## src/design/tac_pkg.sv

```systemverilog
`timescale 1ns / 1ps
// ----------------------------------------------------------------------------
// tac_pkg
// Widths and stage counts shared by the triangle area and closure pipeline.
// ----------------------------------------------------------------------------
package tac_pkg;

    localparam int COORD_BITS     = 16;
    localparam int LEN_FRAC_SHIFT = 16;

    // squared length, shifted up, padded to an even width for the root
    localparam int LEN_RAD_RAW    = 2 * COORD_BITS + 1 + LEN_FRAC_SHIFT;
    localparam int LEN_RAD_W      = LEN_RAD_RAW + (LEN_RAD_RAW % 2);
    localparam int LEN_W          = LEN_RAD_W / 2;
    localparam int LEN_SQ_STAGES  = LEN_W;
    localparam int LEN_LAT        = 3 + LEN_SQ_STAGES;

    // Heron product
    localparam int P_W            = LEN_W + 2;
    localparam int MAG_W          = LEN_W + 1;
    localparam int PA_W           = 2 * MAG_W;
    localparam int PB_W           = P_W + MAG_W;
    localparam int LIMB_W         = 27;
    localparam int PA_HI_W        = PA_W - LIMB_W;
    localparam int PB_HI_W        = PB_W - LIMB_W;
    localparam int Q_RAW          = PA_W + PB_W;
    localparam int Q_W            = Q_RAW + (Q_RAW % 2);
    localparam int HERON_LAT      = 5;

    localparam int ROOT_W         = Q_W / 2;
    localparam int AREA_SQ_STAGES = ROOT_W;
    localparam int AREA_W         = 31;
    localparam int AREA_SHIFT     = 18;

    localparam int PIPE_LAT       = LEN_LAT + HERON_LAT + AREA_SQ_STAGES;

    typedef logic signed [COORD_BITS-1:0] t_coord;

endpackage

```

## src/design/tac_len.sv

```systemverilog
`timescale 1ns / 1ps
// ----------------------------------------------------------------------------
// tac_len
// Segment length: |dx|,|dy|, squares, sum, then a one-bit-per-stage root.
// ----------------------------------------------------------------------------
module tac_len import tac_pkg::*; (
    input  logic             i_clk,
    input  logic             i_en,
    input  t_coord           i_start_x,
    input  t_coord           i_start_y,
    input  t_coord           i_end_x,
    input  t_coord           i_end_y,
    output logic [LEN_W-1:0] o_len
);

    logic signed [COORD_BITS:0] n_dx, n_dy;
    logic [COORD_BITS-1:0]      n_mx, n_my;
    logic [COORD_BITS-1:0]      r_mx, r_my;
    logic [2*COORD_BITS-1:0]    r_sx, r_sy;
    logic [LEN_RAD_W-1:0]       r_rad;
    logic [LEN_RAD_W-1:0]       r_x   [LEN_SQ_STAGES];
    logic [LEN_RAD_W-1:0]       r_res [LEN_SQ_STAGES];

    assign n_dx = $signed({i_end_x[COORD_BITS-1], i_end_x})
                - $signed({i_start_x[COORD_BITS-1], i_start_x});
    assign n_dy = $signed({i_end_y[COORD_BITS-1], i_end_y})
                - $signed({i_start_y[COORD_BITS-1], i_start_y});
    assign n_mx = n_dx[COORD_BITS] ? COORD_BITS'(-n_dx) : n_dx[COORD_BITS-1:0];
    assign n_my = n_dy[COORD_BITS] ? COORD_BITS'(-n_dy) : n_dy[COORD_BITS-1:0];

    always_ff @(posedge i_clk) begin
        if (i_en) begin
            r_mx  <= n_mx;
            r_my  <= n_my;
            r_sx  <= r_mx * r_mx;
            r_sy  <= r_my * r_my;
            r_rad <= LEN_RAD_W'({({1'b0, r_sx} + {1'b0, r_sy}), LEN_FRAC_SHIFT'(0)});
        end
    end

    for (genvar j = 0; j < LEN_SQ_STAGES; j++) begin : g_sq
        localparam logic [LEN_RAD_W-1:0] BIT = LEN_RAD_W'(1) << (LEN_RAD_W - 2 - 2 * j);
        logic [LEN_RAD_W-1:0] w_xin, w_rin, w_t;
        logic                 w_ge;
        if (j == 0) begin : g_first
            assign w_xin = r_rad;
            assign w_rin = '0;
        end else begin : g_next
            assign w_xin = r_x[j-1];
            assign w_rin = r_res[j-1];
        end
        assign w_t  = w_rin + BIT;
        assign w_ge = w_xin >= w_t;
        always_ff @(posedge i_clk) begin
            if (i_en) begin
                r_x[j]   <= w_ge ? w_xin - w_t : w_xin;
                r_res[j] <= w_ge ? (w_rin >> 1) + BIT : w_rin >> 1;
            end
        end
    end

    assign o_len = r_res[LEN_SQ_STAGES-1][LEN_W-1:0];

endmodule

```

## config.mk

```make
export PLATFORM = sky130hd
export DESIGN_NAME = tac_len
export DESIGN_NICKNAME = d
export VERILOG_FILES = /design/src/design/tac_pkg.sv /design/src/design/tac_len.sv
export SDC_FILE = /design/constraint.sdc
export NUM_CORES = 2
export LEC_CHECK = 0
export ABC_AREA = 0
export ABC_CLOCK_PERIOD_IN_PS = 7850
export BUFFER_PORTS_ARGS = -buffer_cell sky130_fd_sc_hd__buf_4
export CORE_MARGIN = 3
export CORE_UTILIZATION = 50
export DETAILED_ROUTE_END_ITERATION = 10
export GPL_TIMING_DRIVEN = 0
export PLACE_DENSITY = 0.7
export SYNTH_ARGS = -nofsm -noshare
export SYNTH_HDL_FRONTEND = slang
export SYNTH_SLANG_ARGS = --single-unit
```

## constraint.sdc

```tcl
create_clock -name i_clk -period 7.85 [get_ports i_clk]
set_input_delay 0.3925 -clock i_clk [delete_from_list [all_inputs] [get_ports i_clk]]
set_output_delay 0.3925 -clock i_clk [all_outputs]
set_load 0.1 [all_outputs]
```

==> impl_metrics.json <==
{
  "relSlewSlack": 0.1350,
  "end_kind": "register",
  "cts_tree": "done",
  "path_common_cell": "fa_1",
  "via_per_inst": 5.506,
  "min_period_over_period": 0.9488,
  "antenna_left": 0,
  "drc": 0,
  "place_congestion": 0.9065,
  "dpl_cell_area_sq_um": 85100,
  "critPathRequiredTime_ns": 8.38,
  "clk_latency_ns": 0.79,
  "detail_route.iter0.violations": 3671,
  "maxCapViolCount": 0,
  "cp_max_fo": 10,
  "syn2layout_area_growth_pct": 10.23,
  "drt_first_pass_iters": 6,
  "syn_inst": 7169,
  "finalHoldViolations": 0,
  "rows": 147,
  "yosys-top-cells-area": "edfxtp_1 (49%), ha_1 (9.2%), fa_1 (8.3%)",
  "grt_pass1_vias": 54163,
  "synth_seq_area_share": 0.4851,
  "skew_ns": 0.04491,
  "critical_path.top_delay_family": "adder cells",
  "yosys.area.top_type": "edfxtp_1",
  "nNetsFinal": 8417,
  "vias": 53361,
  "crit_type": "register to register",
  "dieArea_sq_um": 167900,
  "synth_edf_count": 1317,
  "synth_area_per_cell_sq_um": 11.37,
  "grt_antenna_before_repair": 1,
  "routed_wl_microns": 170600,
  "status": "completed",
  "hold_class": "input port to register",
  "synth.distinct_cells": 92,
  "final_cell_mix": "edfxtp_1 (1317), inv_1 (968), ha_1 (599)",
  "setup_viol": 0,
  "start_kind": "register",
  "drive_gt1_frac": 0.06255,
  "synth-main-ff-cell": "edfxtp_1",
  "place_hpwl_microns": 130900,
  "final_common_cell": "edfxtp_1",
  "h-tree-depth": 4,
  "numCtsBuffers": 144,
  "synth_top_area_share": 0.4851,
  "cp_slowest_cell": "edfxtp_1",
  "setup_tns_ns": 0,
  "worst_hold_slack_ns": 0.06881,
  "grt_max_degree": 205,
  "path_buf_inv": 4,
  "clock_sinks": 1317,
  "die_h_microns": 409.8,
  "max_stage_delay_ns": 0.66,
  "worstPathArrival_ns": 7.97,
  "clk_path_buf_depth": 3,
  "cts.clk_slew.worst_paths_ns": 0.06,
  "routedWlPerCell_microns": 17.61,
  "grt_pass1_wl_microns": 276600,
  "synth_area_sq_um": 81530,
  "tightest_slew_ns": 1.283,
  "ys_warn_count": 0,
  "dieWidth_microns": 409.8,
  "start_util": 0.5054,
  "port_buffers": 90,
  "cts_root_buf": "clkbuf_16",
  "grt.total_usage": 0.2041,
  "timing.fmax_mhz": 134.3,
  "post-place-ws_ns": -0.6401,
  "synth-seq-cells": 1317,
  "path_cells": "clkbuf_2, nand2_1, fa_1, fa_1, inv_1, fa_1, inv_1, fa_1, fa_1, fa_1, inv_1, ha_1, and2_1, a221oi_2, o31ai_1, and2_1, a221oi_4, o21ai_1, or2_2, a21o_1, a2111oi_0, nor2_1",
  "postLayoutCellArea_sq_um": 89870,
  "finalWorstSetupSlack_ns": 0.4019,
  "ioPinCount": 91,
  "finalMaxSlewViolations": 0,
  "rsz0062_at_grt": "no",
  "fin_crit_ns": 7.448,
  "gr-total-overflow": 0,
  "core_area_sq_um": 161300,
  "async_flop_share": 0
}
-- layout make-up --
cell class / instances / area [sq um]
sequential: 1317 / 39550
clock inverter: 95 / 1013
tap: 2160 / 2703
inverter: 968 / 3633
clock buffer: 166 / 3686
fill: 13421 / 71430
timing repair buffer: 100 / 888.4
buffer: 128 / 519.2
multi-input combinational: 4756 / 37880
antenna: 1 / 2.502
-- worst paths after layout --
path / from / end / slack, ns / depth (start not counted)
setup / recovery: r_my[6]$_DFFE_PP_ / r_sy[25]$_DFFE_PP_ / 0.40 / 22
hold / removal: i_start_y[0] / r_my[0]$_DFFE_PP_ / 0.07 / 3
setup reg to reg: r_my[6]$_DFFE_PP_ / r_sy[25]$_DFFE_PP_ / 0.40 / 22
hold reg to reg: g_sq[0].w_xin[46]$_DFFE_PP_ / r_x[0][46]$_DFFE_PP_ / 0.42 / 0
-- flip-flops by register name, indices dropped and copies added (netlist names) --
| register | cells |
|---|---|
| r_x | 865 |
| g_sq.w_xin | 33 |
| r_res | 325 |
| r_mx | 16 |
| r_my | 16 |
| r_sx | 31 |
| r_sy | 31 |
-- layer usage --
metal | GRT usage | share of wire | vias up | wire length, microns
li1 | - | - | 25755 | -
met1 | 0.2349 | 0.39 | 25951 | 66200
met2 | 0.3786 | 0.53 | 1246 | 90320
met3 | 0.02744 | 0.041 | 407 | 6951
met4 | 0.08639 | 0.042 | 2 | 7137
met5 | 0 | 0.000076 | - | 13
-- stage by stage --
stage / cells / utilization
after CTS: 9688 / 0.5569
final: 9691 / 0.5571
after global placement: 9420 / 0.5264
after floorplan: 7170 / -
after detailed placement: 9427 / 0.5276
after global routing: 9690 / 0.5571
-- worst reg2reg max path: stages (launching register included) --
cell and delay [ns]:
edfxtp_1 0.66, clkbuf_2 0.42, nand2_1 0.12, fa_1 0.50
fa_1 0.55, inv_1 0.05, fa_1 0.50, inv_1 0.05
fa_1 0.46, fa_1 0.55, fa_1 0.56, inv_1 0.04
ha_1 0.33, and2_1 0.21, a221oi_2 0.33, o31ai_1 0.13
and2_1 0.22, a221oi_4 0.35, o21ai_1 0.20, or2_2 0.30
a21o_1 0.19, a2111oi_0 0.38, nor2_1 0.09
-- cell families after synthesis --
group	synth area share
AND/OR/NAND/NOR	0.1179
adder cells (fa/ha/maj)	0.1747
flip-flops	0.4851
multiplexers	0.009438
AO/OA/AOI/OAI	0.09547
XOR/XNOR	0.06661
buffers and inverters	0.05075
other	0.00004600
-- cells in the mapped netlist, drive strengths merged, types with 75 or more instances --
cell,count
a21oi,373
nor3,156
xnor2,376
clkbuf,113
nand3,104
nor2,463
xor2,244
nor4,119
and2,110
nand2b,75
o21a,101
o21ai,290
inv,968
nand2,467
ha,599
fa,337
edfxtp,1317
a21o,160
-- what timing repair did --
action | in CTS | in global routing
setup endpoints to repair | 7 | 9
hold endpoints to repair | 0 | 0
buffers inserted | 0 | 3
hold buffers | 0 | 0
gates resized for setup | 5 | 30
Power is left out: the tool's default activity adds up to more than one toggle a clock period on the data nets, which glitch-free logic cannot reach.
